## config.mk

```make
export PLATFORM = sky130hd
export DESIGN_NAME = terminal_line_editor_wrap_core_flat
export DESIGN_NICKNAME = d
export VERILOG_FILES = /design/src/hdl/tle_pkg.sv /design/src/hdl/tle_if.sv /design/src/hdl/tle_ram.sv /design/src/hdl/tle_cfg.sv /design/src/hdl/terminal_line_editor_wrap_core.sv /design/src/flat_wrapper.sv
export SDC_FILE = /design/constraint.sdc
export NUM_CORES = 1
export LEC_CHECK = 0
export BUFFER_PORTS_ARGS = -buffer_cell sky130_fd_sc_hd__buf_2
export CAP_MARGIN = 20
export CORE_AREA = 2 2 244 246
export CTS_BUF_LIST = sky130_fd_sc_hd__clkbuf_4 sky130_fd_sc_hd__clkbuf_8
export CTS_CLUSTER_SIZE = 8
export DETAILED_ROUTE_END_ITERATION = 10
export DIE_AREA = 0 0 246 248
export MAX_ROUTING_LAYER = met4
export PLACE_DENSITY = 0.46
export SYNTH_ARGS = -nofsm -noshare
export SYNTH_HDL_FRONTEND = slang
export SYNTH_SLANG_ARGS = --single-unit
export TNS_END_PERCENT = 5
```

## constraint.sdc

```tcl
create_clock -name clk -period 3.7 [get_ports clk]
set_input_delay 0.37 -clock clk [delete_from_list [all_inputs] [get_ports clk]]
set_output_delay 0.37 -clock clk [all_outputs]
set_load 0.01 [all_outputs]
```

## src/hdl/tle_pkg.sv

```systemverilog
// ----------------------------------------------------------------------------
// Terminal line editor package
// Shared types, codes and constants of the line editor with word wrap.
// ----------------------------------------------------------------------------
`default_nettype none

package tle_pkg;

	localparam int CHAR_W   = 8;
	localparam int ACTION_W = 3;
	localparam int COUNT_W  = 6;
	localparam int PADDR_W  = 3;
	localparam int PDATA_W  = 32;

	localparam int LINE_WIDTH_DEF = 40;

	// Result actions
	localparam logic [ACTION_W-1:0] ACT_ECHO    = 3'd0;
	localparam logic [ACTION_W-1:0] ACT_ERASE   = 3'd1;
	localparam logic [ACTION_W-1:0] ACT_BELL    = 3'd2;
	localparam logic [ACTION_W-1:0] ACT_NEWLINE = 3'd3;
	localparam logic [ACTION_W-1:0] ACT_END     = 3'd4;

	// Fixed character codes
	localparam logic [CHAR_W-1:0] CH_NUL    = 8'd0;
	localparam logic [CHAR_W-1:0] CH_EOT    = 8'd4;
	localparam logic [CHAR_W-1:0] CH_BELL   = 8'd7;
	localparam logic [CHAR_W-1:0] CH_NL     = 8'd10;
	localparam logic [CHAR_W-1:0] CH_WERASE = 8'd23;
	localparam logic [CHAR_W-1:0] CH_SPACE  = 8'd32;
	localparam logic [CHAR_W-1:0] CH_TILDE  = 8'd126;

	// Register map: the register index is paddr[2]
	localparam int             REG_SEL_BIT    = 2;
	localparam logic           REG_ERASE_CHAR = 1'b0;
	localparam logic           REG_KILL_CHAR  = 1'b1;
	localparam logic [CHAR_W-1:0] ERASE_CHAR_RST = 8'd127;
	localparam logic [CHAR_W-1:0] KILL_CHAR_RST  = 8'd21;

	typedef struct packed {
		logic [CHAR_W-1:0] erase_char;
		logic [CHAR_W-1:0] kill_char;
	} cfg_t;

endpackage

`default_nettype wire

```

## src/hdl/tle_if.sv

```systemverilog
// ----------------------------------------------------------------------------
// Terminal line editor channels
// Valid/ready channels for typed bytes and for echo results.
// ----------------------------------------------------------------------------
`default_nettype none

interface tle_key_if;
	logic                       valid;
	logic                       ready;
	logic [tle_pkg::CHAR_W-1:0] in_char;

	modport source (output valid, output in_char, input ready);
	modport sink   (input valid, input in_char, output ready);
endinterface

interface tle_echo_if;
	logic                         valid;
	logic                         ready;
	logic [tle_pkg::ACTION_W-1:0] action;
	logic [tle_pkg::CHAR_W-1:0]   out_char;
	logic [tle_pkg::COUNT_W-1:0]  erase_count;
	logic                         last_of_run;

	modport source (output valid, output action, output out_char, output erase_count,
		output last_of_run, input ready);
	modport sink   (input valid, input action, input out_char, input erase_count,
		input last_of_run, output ready);
endinterface

`default_nettype wire

```

## src/hdl/tle_ram.sv

```systemverilog
// ----------------------------------------------------------------------------
// Generic RAM
// One write port and one read port with registered read data.
// ----------------------------------------------------------------------------
`default_nettype none

module tle_ram #(
	parameter int WIDTH = 8,
	parameter int DEPTH = 40
) (
	input  wire logic                     clk,
	input  wire logic                     we,
	input  wire logic [$clog2(DEPTH)-1:0] waddr,
	input  wire logic [WIDTH-1:0]         wdata,
	input  wire logic [$clog2(DEPTH)-1:0] raddr,
	output logic      [WIDTH-1:0]         rdata
);

	logic [WIDTH-1:0] mem_q [DEPTH];
	logic [WIDTH-1:0] rdata_q;

	always_ff @(posedge clk) begin
		if (we) begin
			mem_q[waddr] <= wdata;
		end
		rdata_q <= mem_q[raddr];
	end

	assign rdata = rdata_q;

endmodule

`default_nettype wire

```

## src/hdl/tle_cfg.sv

```systemverilog
// ----------------------------------------------------------------------------
// Terminal line editor configuration registers
// APB-style register file holding the erase and kill characters.
// ----------------------------------------------------------------------------
`default_nettype none

module tle_cfg (
	input  wire logic                         clk,
	input  wire logic                         arst_n,
	input  wire logic                         psel,
	input  wire logic                         penable,
	input  wire logic                         pwrite,
	input  wire logic [tle_pkg::PADDR_W-1:0]  paddr,
	input  wire logic [tle_pkg::PDATA_W-1:0]  pwdata,
	output logic      [tle_pkg::PDATA_W-1:0]  prdata,
	output tle_pkg::cfg_t                     cfg
);

	tle_pkg::cfg_t cfg_q;
	logic          wr_en;
	logic          reg_sel;

	assign wr_en   = psel && penable && pwrite;
	assign reg_sel = paddr[tle_pkg::REG_SEL_BIT];

	always_ff @(posedge clk or negedge arst_n) begin
		if (!arst_n) begin
			cfg_q.erase_char <= tle_pkg::ERASE_CHAR_RST;
			cfg_q.kill_char  <= tle_pkg::KILL_CHAR_RST;
		end else if (wr_en) begin
			unique case (reg_sel)
				tle_pkg::REG_ERASE_CHAR: cfg_q.erase_char <= pwdata[tle_pkg::CHAR_W-1:0];
				tle_pkg::REG_KILL_CHAR:  cfg_q.kill_char  <= pwdata[tle_pkg::CHAR_W-1:0];
				default: ;
			endcase
		end
	end

	always_comb begin
		prdata = '0;
		unique case (reg_sel)
			tle_pkg::REG_ERASE_CHAR: prdata[tle_pkg::CHAR_W-1:0] = cfg_q.erase_char;
			tle_pkg::REG_KILL_CHAR:  prdata[tle_pkg::CHAR_W-1:0] = cfg_q.kill_char;
			default: ;
		endcase
	end

	assign cfg = cfg_q;

endmodule

`default_nettype wire

```

## src/hdl/terminal_line_editor_wrap_core.sv

```systemverilog
// ----------------------------------------------------------------------------
// Terminal line editor with word wrap
// Line discipline that turns typed bytes into runs of echo actions.
// ----------------------------------------------------------------------------
// Each typed byte on the key channel produces zero or more result beats on the
// echo channel; the final beat of a byte carries last_of_run. The key channel
// is ready only while the sequencer is idle. A plain byte (echo, bell, newline,
// kill, erase, end of session) is decoded in the idle state and then loaded
// into the result register. Word erase scans the line buffer backward with a
// read state and a check state per examined character. A printable byte on a
// full line searches backward for the last space in the same way, then copies
// each character of the wrapped word with a read, a write and an emit state,
// besides the erase, newline and final echo. These steps are set by the line
// buffer with its registered read and by the one result register; stalls on the
// echo channel add to them. The line buffer needs no initialization after reset.
// ----------------------------------------------------------------------------
`default_nettype none

module terminal_line_editor_wrap_core #(
	parameter int LINE_WIDTH = tle_pkg::LINE_WIDTH_DEF
) (
	input  wire logic                         clk,
	input  wire logic                         arst_n,
	tle_key_if.sink                           key,
	tle_echo_if.source                        echo,
	input  wire logic                         psel,
	input  wire logic                         penable,
	input  wire logic                         pwrite,
	input  wire logic [tle_pkg::PADDR_W-1:0]  paddr,
	input  wire logic [tle_pkg::PDATA_W-1:0]  pwdata,
	output logic      [tle_pkg::PDATA_W-1:0]  prdata,
	output logic                              pready
);

	localparam int LW = $clog2(LINE_WIDTH + 1);
	localparam int AW = $clog2(LINE_WIDTH);
	localparam int CW = tle_pkg::CHAR_W;

	typedef enum logic [3:0] {
		S_IDLE, S_EMIT, S_WS_RD, S_WS_CHK, S_FS_RD, S_FS_CHK,
		S_NL, S_CP_RD, S_CP_WR, S_PUT
	} state_t;

	typedef enum logic [2:0] {
		K_END, K_WERASE, K_NL, K_KILL, K_ERASE, K_BELL, K_PUT, K_WRAP
	} kind_t;

	tle_pkg::cfg_t cfg;

	state_t state_q, after_q;
	kind_t  kind;

	logic [LW-1:0] len_q, pos_q, cnt_q, wlen_q, k_q, src_q;
	logic          word_q;
	logic [CW-1:0] c_q;

	logic [tle_pkg::ACTION_W-1:0] pend_act_q, oact_q;
	logic [CW-1:0]                pend_char_q, ochar_q;
	logic [tle_pkg::COUNT_W-1:0]  pend_cnt_q, ocnt_q;
	logic                         pend_last_q, olast_q, ov_q;

	logic          ram_we;
	logic [AW-1:0] ram_waddr, ram_raddr;
	logic [CW-1:0] ram_wdata, ram_rdata;

	logic          slot_free;
	logic          emit_go;
	logic          is_space;
	logic          line_full;
	logic [LW-1:0] pos_dec;
	logic [LW-1:0] cnt_inc;
	logic [LW-1:0] wlen_next;
	logic [CW-1:0] c_in;

	tle_cfg u_cfg (
		.clk     (clk),
		.arst_n  (arst_n),
		.psel    (psel),
		.penable (penable),
		.pwrite  (pwrite),
		.paddr   (paddr),
		.pwdata  (pwdata),
		.prdata  (prdata),
		.cfg     (cfg)
	);

	assign pready = 1'b1;

	tle_ram #(
		.WIDTH (CW),
		.DEPTH (LINE_WIDTH)
	) u_line_buf (
		.clk   (clk),
		.we    (ram_we),
		.waddr (ram_waddr),
		.wdata (ram_wdata),
		.raddr (ram_raddr),
		.rdata (ram_rdata)
	);

	assign c_in      = key.in_char;
	assign slot_free = !ov_q || echo.ready;
	assign emit_go   = (state_q == S_EMIT) && slot_free;
	assign line_full = (len_q == LW'(LINE_WIDTH));

	// Shared scan unit: one space compare on the buffer read data, one
	// position decrement and one count increment.
	assign is_space  = (ram_rdata == tle_pkg::CH_SPACE);
	assign pos_dec   = pos_q - LW'(1);
	assign cnt_inc   = cnt_q + LW'(1);
	assign wlen_next = LW'(LINE_WIDTH) - pos_q;

	always_comb begin
		priority if (c_in == tle_pkg::CH_EOT && len_q == '0) begin
			kind = K_END;
		end else if (c_in == tle_pkg::CH_WERASE) begin
			kind = K_WERASE;
		end else if (c_in == tle_pkg::CH_NL) begin
			kind = K_NL;
		end else if (c_in == cfg.kill_char) begin
			kind = K_KILL;
		end else if (c_in == cfg.erase_char) begin
			kind = K_ERASE;
		end else if (c_in < tle_pkg::CH_SPACE || c_in > tle_pkg::CH_TILDE) begin
			kind = K_BELL;
		end else if (!line_full) begin
			kind = K_PUT;
		end else begin
			kind = K_WRAP;
		end
	end

	always_comb begin
		ram_we    = 1'b0;
		ram_waddr = '0;
		ram_wdata = c_q;
		ram_raddr = '0;
		unique case (state_q)
			S_IDLE: begin
				ram_we    = key.valid && kind == K_PUT;
				ram_waddr = AW'(len_q);
				ram_wdata = c_in;
			end
			S_WS_RD, S_FS_RD: ram_raddr = AW'(pos_dec);
			S_CP_RD:          ram_raddr = AW'(src_q + k_q);
			S_CP_WR: begin
				ram_we    = 1'b1;
				ram_waddr = AW'(k_q);
				ram_wdata = ram_rdata;
			end
			S_PUT: begin
				ram_we    = 1'b1;
				ram_waddr = AW'(wlen_q);
				ram_wdata = c_q;
			end
			default: ;
		endcase
	end

	always_ff @(posedge clk or negedge arst_n) begin
		if (!arst_n) begin
			state_q <= S_IDLE;
			after_q <= S_IDLE;
			len_q   <= '0;
			ov_q    <= 1'b0;
		end else begin
			if (ov_q && echo.ready && !emit_go) begin
				ov_q <= 1'b0;
			end
			unique case (state_q)
				S_IDLE: if (key.valid) begin
					c_q         <= c_in;
					after_q     <= S_IDLE;
					pend_last_q <= 1'b1;
					unique case (kind)
						K_END: begin
							pend_act_q  <= tle_pkg::ACT_END;
							pend_char_q <= tle_pkg::CH_NUL;
							pend_cnt_q  <= '0;
							state_q     <= S_EMIT;
						end
						K_WERASE: begin
							pos_q   <= len_q;
							cnt_q   <= '0;
							word_q  <= 1'b0;
							state_q <= (len_q == '0) ? S_IDLE : S_WS_RD;
						end
						K_NL: begin
							len_q       <= '0;
							pend_act_q  <= tle_pkg::ACT_NEWLINE;
							pend_char_q <= tle_pkg::CH_NL;
							pend_cnt_q  <= '0;
							state_q     <= S_EMIT;
						end
						K_KILL: if (len_q != '0) begin
							len_q       <= '0;
							pend_act_q  <= tle_pkg::ACT_ERASE;
							pend_char_q <= tle_pkg::CH_NUL;
							pend_cnt_q  <= tle_pkg::COUNT_W'(len_q);
							state_q     <= S_EMIT;
						end
						K_ERASE: if (len_q != '0) begin
							len_q       <= len_q - LW'(1);
							pend_act_q  <= tle_pkg::ACT_ERASE;
							pend_char_q <= tle_pkg::CH_NUL;
							pend_cnt_q  <= tle_pkg::COUNT_W'(1);
							state_q     <= S_EMIT;
						end
						K_BELL: begin
							pend_act_q  <= tle_pkg::ACT_BELL;
							pend_char_q <= tle_pkg::CH_BELL;
							pend_cnt_q  <= '0;
							state_q     <= S_EMIT;
						end
						K_PUT: begin
							len_q       <= len_q + LW'(1);
							pend_act_q  <= tle_pkg::ACT_ECHO;
							pend_char_q <= c_in;
							pend_cnt_q  <= '0;
							state_q     <= S_EMIT;
						end
						K_WRAP: begin
							pos_q   <= len_q;
							state_q <= S_FS_RD;
						end
						default: ;
					endcase
				end
				S_EMIT: if (slot_free) begin
					ov_q    <= 1'b1;
					oact_q  <= pend_act_q;
					ochar_q <= pend_char_q;
					ocnt_q  <= pend_cnt_q;
					olast_q <= pend_last_q;
					state_q <= after_q;
				end
				S_WS_RD: state_q <= S_WS_CHK;
				S_WS_CHK: begin
					pend_act_q  <= tle_pkg::ACT_ERASE;
					pend_char_q <= tle_pkg::CH_NUL;
					pend_last_q <= 1'b1;
					after_q     <= S_IDLE;
					// Trailing spaces go first; the first space after the word ends the scan.
					if (word_q && is_space) begin
						len_q      <= pos_q;
						pend_cnt_q <= tle_pkg::COUNT_W'(cnt_q);
						state_q    <= S_EMIT;
					end else begin
						pos_q <= pos_dec;
						cnt_q <= cnt_inc;
						if (!is_space) begin
							word_q <= 1'b1;
						end
						if (pos_dec == '0) begin
							len_q      <= pos_dec;
							pend_cnt_q <= tle_pkg::COUNT_W'(cnt_inc);
							state_q    <= S_EMIT;
						end else begin
							state_q <= S_WS_RD;
						end
					end
				end
				S_FS_RD: state_q <= S_FS_CHK;
				S_FS_CHK: begin
					k_q <= '0;
					if (is_space) begin
						src_q  <= pos_q;
						wlen_q <= wlen_next;
						if (wlen_next != '0) begin
							pend_act_q  <= tle_pkg::ACT_ERASE;
							pend_char_q <= tle_pkg::CH_NUL;
							pend_cnt_q  <= tle_pkg::COUNT_W'(wlen_next);
							pend_last_q <= 1'b0;
							after_q     <= S_NL;
							state_q     <= S_EMIT;
						end else begin
							state_q <= S_NL;
						end
					end else begin
						pos_q <= pos_dec;
						if (pos_dec == '0) begin
							// No space on the full line: nothing moves to the new line.
							wlen_q  <= '0;
							src_q   <= '0;
							state_q <= S_NL;
						end else begin
							state_q <= S_FS_RD;
						end
					end
				end
				S_NL: begin
					pend_act_q  <= tle_pkg::ACT_NEWLINE;
					pend_char_q <= tle_pkg::CH_NL;
					pend_cnt_q  <= '0;
					pend_last_q <= 1'b0;
					after_q     <= (wlen_q != '0) ? S_CP_RD : S_PUT;
					state_q     <= S_EMIT;
				end
				S_CP_RD: state_q <= S_CP_WR;
				S_CP_WR: begin
					pend_act_q  <= tle_pkg::ACT_ECHO;
					pend_char_q <= ram_rdata;
					pend_cnt_q  <= '0;
					pend_last_q <= 1'b0;
					k_q         <= k_q + LW'(1);
					after_q     <= ((k_q + LW'(1)) == wlen_q) ? S_PUT : S_CP_RD;
					state_q     <= S_EMIT;
				end
				S_PUT: begin
					len_q       <= wlen_q + LW'(1);
					pend_act_q  <= tle_pkg::ACT_ECHO;
					pend_char_q <= c_q;
					pend_cnt_q  <= '0;
					pend_last_q <= 1'b1;
					after_q     <= S_IDLE;
					state_q     <= S_EMIT;
				end
				default: state_q <= S_IDLE;
			endcase
		end
	end

	assign key.ready        = (state_q == S_IDLE);
	assign echo.valid       = ov_q;
	assign echo.action      = oact_q;
	assign echo.out_char    = ochar_q;
	assign echo.erase_count = ocnt_q;
	assign echo.last_of_run = olast_q;

	a_len_bound: assert property (@(posedge clk) disable iff (!arst_n)
		len_q <= LW'(LINE_WIDTH))
		else $error("line length above line width");

	a_scan_pos: assert property (@(posedge clk) disable iff (!arst_n)
		(state_q == S_WS_RD || state_q == S_WS_CHK || state_q == S_FS_RD ||
		 state_q == S_FS_CHK) |-> pos_q != '0)
		else $error("buffer scan at position zero");

	a_copy_idx: assert property (@(posedge clk) disable iff (!arst_n)
		(state_q == S_CP_RD || state_q == S_CP_WR) |-> k_q < wlen_q)
		else $error("word copy index past word length");

	a_erase_nz: assert property (@(posedge clk) disable iff (!arst_n)
		(ov_q && oact_q == tle_pkg::ACT_ERASE) |-> ocnt_q != '0)
		else $error("erase beat with zero count");

	a_last_idle: assert property (@(posedge clk) disable iff (!arst_n)
		(state_q == S_EMIT && slot_free && pend_last_q) |=> state_q == S_IDLE)
		else $error("sequencer busy after final beat of a byte");

endmodule

`default_nettype wire

```

## src/flat_wrapper.sv

```systemverilog
// flat-port wrapper written by rule: the top's interface ports become plain ports
module terminal_line_editor_wrap_core_flat 
#(
	parameter int LINE_WIDTH = tle_pkg::LINE_WIDTH_DEF
)
  (clk, arst_n, psel, penable, pwrite, paddr, pwdata, prdata, pready, key_valid, key_in_char, key_ready, echo_valid, echo_action, echo_out_char, echo_erase_count, echo_last_of_run, echo_ready);
  tle_key_if key_i ();
  tle_echo_if echo_i ();
  input  wire logic clk;
  input  wire logic arst_n;
  input  wire logic psel;
  input  wire logic penable;
  input  wire logic pwrite;
  input  wire logic [tle_pkg::PADDR_W-1:0] paddr;
  input  wire logic [tle_pkg::PDATA_W-1:0] pwdata;
  output logic      [tle_pkg::PDATA_W-1:0] prdata;
  output logic pready;
  input wire logic [$bits(key_i.valid)-1:0] key_valid;
  input wire logic [$bits(key_i.in_char)-1:0] key_in_char;
  output wire logic [$bits(key_i.ready)-1:0] key_ready;
  output wire logic [$bits(echo_i.valid)-1:0] echo_valid;
  output wire logic [$bits(echo_i.action)-1:0] echo_action;
  output wire logic [$bits(echo_i.out_char)-1:0] echo_out_char;
  output wire logic [$bits(echo_i.erase_count)-1:0] echo_erase_count;
  output wire logic [$bits(echo_i.last_of_run)-1:0] echo_last_of_run;
  input wire logic [$bits(echo_i.ready)-1:0] echo_ready;
  assign key_i.valid = key_valid;
  assign key_i.in_char = key_in_char;
  assign key_ready = key_i.ready;
  assign echo_valid = echo_i.valid;
  assign echo_action = echo_i.action;
  assign echo_out_char = echo_i.out_char;
  assign echo_erase_count = echo_i.erase_count;
  assign echo_last_of_run = echo_i.last_of_run;
  assign echo_i.ready = echo_ready;
  terminal_line_editor_wrap_core #(.LINE_WIDTH(LINE_WIDTH)) u_core (.clk(clk), .arst_n(arst_n), .key(key_i), .echo(echo_i), .psel(psel), .penable(penable), .pwrite(pwrite), .paddr(paddr), .pwdata(pwdata), .prdata(prdata), .pready(pready));
endmodule
```

* Word-level counts from Yosys, hierarchy flattened *
Memory sizes are Yosys's and may differ from the RTL's. A register that Yosys moved wholly into a read port is not among the register bits.
Index checks and enable logic that the tools add are counted.

operators by class
  reduce and logical (&&, ||, !) cells = 53
  equal/unequal tests = 40
  bitwise logic cells = 1
  order comparisons = 2
  add/sub/neg operators = 8
  multiplexer cells = 84

operators with widths
  cell                                                                   count
  6-bit two-way mux                                                      22
  6-bit one-hot mux with 3 select lines                                  4
  6-bit one-hot mux with 4 select lines                                  2
  8-bit one-hot mux with 6 select lines                                  1
  4-bit two-way mux                                                      10
  8-bit one-hot mux with 5 select lines                                  1
  6-bit one-hot mux with 2 select lines                                  3
  3-bit two-way mux                                                      11
  8-bit two-way mux                                                      4
  4-bit one-hot mux with 8 select lines                                  1
  8-bit one-hot mux with 2 select lines                                  2
  3-bit one-hot mux with 5 select lines                                  2
  6-bit by 1-bit adder with 6-bit output, second input constant          4
  6-bit nonzero test                                                     4
  4-bit one-hot mux with 5 select lines                                  1
  6-bit AND reduction                                                    3
  4-bit by 3-bit equality test with 1-bit output, second input constant  4
  8-bit equality test                                                    2
  4-bit one-hot mux with 4 select lines                                  1
  7-bit AND reduction                                                    2
  1-bit two-way mux                                                      13
  3-bit equality test, second input constant                             4
  6-bit zero test                                                        2
  3-bit AND reduction                                                    4
  43 further kinds                                                       81

word-level totals
  RAM bits = 320
  word-level logic and storage cells = 210
  register bits = 106
  output and inout bits = 53
  bits of input ports = 50
  memories = 1

memory list
  memory                   depth  bits a word  rd ports  clocked after Yosys merged registers in  write ports  RTL line       text
  u_core.u_line_buf.mem_q  40     8            1         1                                        1            tle_ram.sv:19  logic [WIDTH-1:0] mem_q [DEPTH];

* Logic depth before layout (Yosys ltp) *
  depth in word-level cells = 13
  depth in mapped cells = 13
  gate-level depth less buffers = 12

* Cells and area by module *
From an unflattened synthesis, not the netlist that was laid out.

unflattened totals
  cells, all modules = 1,325
  area, all modules = 19,620.1 µm²

by module, submodules not included
  module                          seq. area each (µm²)  times used  cells each  area each (µm²)
  tle_ram                         9,769.4               1           696         12,990.0
  terminal_line_editor_wrap_core  2,572.5               1           561         5,706.7
  tle_cfg                         412.9                 1           68          923.4

* Worst setup path after synthesis *
OpenSTA, ideal clock, no wires.

  path type = register to register
  from = register u_core.state_q[3]
  to = memory u_core.u_line_buf.mem_q[0][0], data pin
  data required time = 3,184 ps
  path buffers = 2
  period minus slack after synthesis = 3,337 ps
  data arrival time = 2,821 ps
  setup time = 516 ps
  slack = 363 ps
  cell stages (with the launch flop) = 5
  cells stage by stage = dfrtp_1 > clkbuf_1 > buf_1 > mux2i_1 > o21ai_0

between the ends
  cells in the longest elaborated chain, start to end = 2
  elaborated cells on any way between the ends = 3
  those cells by class = eq/ne (1); mux (1); reduce/logical (1)

ends and longest elaborated chain
  item                                                           RTL line                               text
  from (decl)                                                    terminal_line_editor_wrap_core.sv:50   state_t state_q, after_q;
  from (signal assigned)                                         terminal_line_editor_wrap_core.sv:186  state_q <= (len_q == '0) ? S_IDLE : S_WS_RD;
  from (signal assigned)                                         terminal_line_editor_wrap_core.sv:235  state_q <= after_q;
  4-bit equality test / 4-bit zero test (equally long branches)  terminal_line_editor_wrap_core.sv:138  unique case (state_q)
  8-bit one-hot mux with 2 select lines (*)                      terminal_line_editor_wrap_core.sv:138
  net u_core.ram_wdata[0]                                        terminal_line_editor_wrap_core.sv:64   logic [CW-1:0] ram_wdata, ram_rdata;
  to (decl)                                                      tle_ram.sv:19

Mark *: on every way through the listed nets, which the timed path passes. The rest lies on a longest branch.

* Final worst setup path *
  from = register u_core.state_q[0]
  to = register u_core.u_line_buf.rdata_q[7], in the netlist u_core.u_line_buf.rdata[7] (read register of u_core.u_line_buf.mem_q)

between the ends
  cells in the longest elaborated chain, start to end = 3
  elaborated cells on any way between the ends = 5
  those cells by class = eq/ne (3); mux (1); reduce/logical (1)

ends and longest elaborated chain
  item                                                                                                                     RTL line                               text
  4-bit by 2-bit equality test with 1-bit output / 4-bit by 3-bit equality test with 1-bit output (equally long branches)  terminal_line_editor_wrap_core.sv:138
  2-bit OR reduction                                                                                                       terminal_line_editor_wrap_core.sv:138
  6-bit one-hot mux with 2 select lines (*)                                                                                terminal_line_editor_wrap_core.sv:138
  to (decl)                                                                                                                tle_ram.sv:20                          logic [WIDTH-1:0] rdata_q;

Every way passes the cells marked *; elsewhere a longest branch is shown, timed or not.
A chain may end at the register's enable or synchronous reset.

==> metrics <==
outcome completed; CTS tree done; Leakage 0.00812 uW; final instance area 0.0231 sq mm; H-tree levels 3; ANT nets after route 0; sum of net half-perimeters after detailed placement 35.2 mm; Setup TNS 0 ps; first drt pass iteration count 8; reg2reg start u_core.state_q[0]$_DFFE_PN0P_; placed inst area 0.0214 sq mm; final core utilization 39.4%; RSZ-0062 raised after global routing false; first-pass GRT wire length 79.1 mm; Max transition margin 33.1%; post-CTS setup buffer count 0; cts hold-fix bufs 12; clk buf depth 3; minimum clock period 3430 ps; min-delay src key_in_char[5]; CTS Sinks 432; Data arrival, critical path 4000 ps; CP endpoint kind register; initial drt markers 831; Hold Vio Cnt, Final 0; Synth top area share 60.4%; distinct cell type count after synthesis 81; Worst Reg-to-Reg Cells 9; clk_skew 26.4 ps; XOR/XNOR Fraction of Synth Area 2.73%; Layout Area Growth over Synthesis 17.7%; Die Width 246 um; wirelength, routed 52.3 mm; Syn Inst Count 1,493; via count 12,653; fmax 292 MHz; main area contributors after synthesis edfxtp_1 60%, nand2_1 3.9%, mux2i_1 3.4%; Max IR drop VDD 0.325 mV; Pwr Density 696 mW/mm^2; largest net degree at the start of global routing 51; Async SR Flop Fraction 6.94%; most used flip-flop cell after synthesis edfxtp_1; final worst slack 273 ps; crit start category register; mux share of post-synthesis cell area 6.70%; Syn Area/Cell 13.1 sq um; Final Wtd Congestion 0.843; main combinational cell family by area after synthesis simple AND/OR/NAND/NOR gates; Critical Path RT 4280 ps; Final Setup Violations 0; die area 0.0610 sq mm; layout cells sized above 1 21.3%; I/O pin count 103; Tightest Pin Transition 1000 ps; WHS Path Cells 1; initial antenna violation count 0; post-CTS sizing 0; total power 16,000 uW; Post-Synth Adder-Cell Area 1.16%; Yosys Warn Count 0; cts bufs inserted 76; Tcrit/Tclk final 92.6%; average wire per standard cell 21.0 um; # rows 89; Max-Cap Viols 0; final slew viol count 0; Yosys reg bits 432; Post-Syn Area 0.0196 sq mm; CP Max Fanout 50; post-synthesis simple-gate area fraction 10.7%; min-delay worst type in -> reg; routed vias/inst 5.08; Antenna diodes 0; nets 1,725; Yosys top cell by area edfxtp_1; WS Path Type reg -> reg; Total Routing Usage GR 17.8%; input/output buffers 51; clk_lat worst skew 650 ps; CTS root buffer clkbuf_8; chip height 248 um; drt drc 0; initial core utilization 33.5%; grt ovf 0; Synth Area in Compound Gates 10.2%; Critical Path Source u_core.state_q[0]$_DFFE_PN0P_; post-synthesis sequential area ratio 65.1%; number of global-route vias before repair 12,638; Core Region 0.0585 sq mm; EDFF count, synth 394; Reg clk slew, reported paths 60 ps; pre-CTS setup slack 284 ps
## Yosys cell counts, types with 10 or more instances
| cell type | number |
|---|---|
| xor2_1 | 35 |
| a221o_1 | 10 |
| nand3_1 | 26 |
| o22ai_1 | 16 |
| nor2_1 | 113 |
| mux2_2 | 41 |
| and3_1 | 16 |
| a211oi_1 | 31 |
| mux2i_1 | 67 |
| a311oi_1 | 19 |
| buf_4 | 27 |
| buf_1 | 12 |
| nand2_1 | 203 |
| and2_1 | 26 |
| a32oi_1 | 21 |
| nor4_1 | 15 |
| xnor2_1 | 21 |
| dfrtp_1 | 20 |
| inv_1 | 23 |
| a221oi_1 | 13 |
| ha_1 | 15 |
| dfstp_2 | 10 |
| buf_2 | 27 |
| o21ai_0 | 23 |
| edfxtp_1 | 394 |
| nor3_1 | 18 |
| a21oi_1 | 71 |
| clkbuf_1 | 41 |
## path summary, 6_finish.rpt
check	end	slack, ps
max in group asynchronous	u_core.echo.valid$_DFF_PN0_	2860
setup / recovery	u_core.u_line_buf.rdata[7]$_DFF_P_	270
min in group asynchronous	u_core.u_cfg.cfg[1]$_DFFE_PN0P_	240
hold / removal	u_core.c_q[5]$_DFFE_PP_	80
setup reg to reg	u_core.u_line_buf.rdata[7]$_DFF_P_	270
hold reg to reg	u_core.echo.action[1]$_DFFE_PP_	410
## power by group
part           switching, uW  leakage (uW)  internal (uW)
sequential               269       0.00399           6320
combinational           3230       0.00332           1780
clock                   1960      0.000811           2490
## layout by cell type (no fill, tap or decap), types with 9 or more instances in the layout
master and n:
dfrtp_1 20, o22ai_1 15, clkbuf_8 81, a221o_1 10
dlygate4sd3_1 12, o21ai_0 19, buf_2 51, a221oi_1 13
inv_1 23, a311oi_1 19, clkinv_1 18, a32oi_1 21
nand3_1 26, mux2_2 41, clkinv_2 9, a211oi_1 31
a21oi_1 71, buf_4 99, and2_1 26, mux2i_1 67
nor2_1 113, nand2_1 203, dfstp_2 10, buf_12 11
clkbuf_4 25, nor3_1 18, edfxtp_1 394, nor4_1 15
xnor2_1 21, xor2_1 35, and3_1 16, ha_1 15
conb_1 25
## sequential cells by signal, summed over array words and instances, names as in the netlist, 8 cells and up
register                 count
u_core.u_line_buf.rdata      8
u_core.u_cfg.cfg            16
u_core.c_q                   8
u_core.echo.out_char         8
u_core.u_line_buf.mem_q    320
u_core.pend_char_q           8
## per-stage QoR
step / hold WS (ps) / cells
after detailed placement: 373 / 2341
after global placement: 370 / 2341
final: 82.0 / 2490
after global routing: 43.0 / 2490
after floorplan: 74.4 / 1516
after CTS: 5.21 / 2490
## cells by family (layout without fill, tap and decap cells)
| family | after synthesis | after routing |
|---|---|---|
| simple gates | 463 | 463 |
| fa+ha+maj | 17 | 17 |
| flops | 432 | 432 |
| other cells | 2 | 25 |
| xor+xnor | 58 | 58 |
| mux | 116 | 116 |
| buf+inv | 134 | 335 |
| compound gates | 271 | 271 |
## final cells by class
cell class	count	area, sq um
multi-input combinational	950	6370
clock inverter	31	223
tap	773	967
sequential	432	12800
timing repair buffer	173	1340
fill	5594	35400
inverter	25	93.8
clock buffer	106	1300
## per-layer routing
| layer | global-route usage, % | share of wire [%] | wire length (um) |
|---|---|---|---|
| met3 | 2.90 | 3.7 | 1940 |
| met2 | 28.9 | 49 | 25400 |
| met5 | - | 0 | 0 |
| met4 | 6.17 | 3.0 | 1580 |
| met1 | 22.6 | 45 | 23400 |
## critical path, stage by stage, from the launching register on
cell and delay (ps):
dfrtp_1 780, nand2_1 260, o32ai_4 710, buf_12 330
buf_4 240, a21oi_1 60, a32oi_1 200, a211oi_1 110
nor4_1 440, buf_4 180
Note: power is estimated with default switching activity, not from simulation.
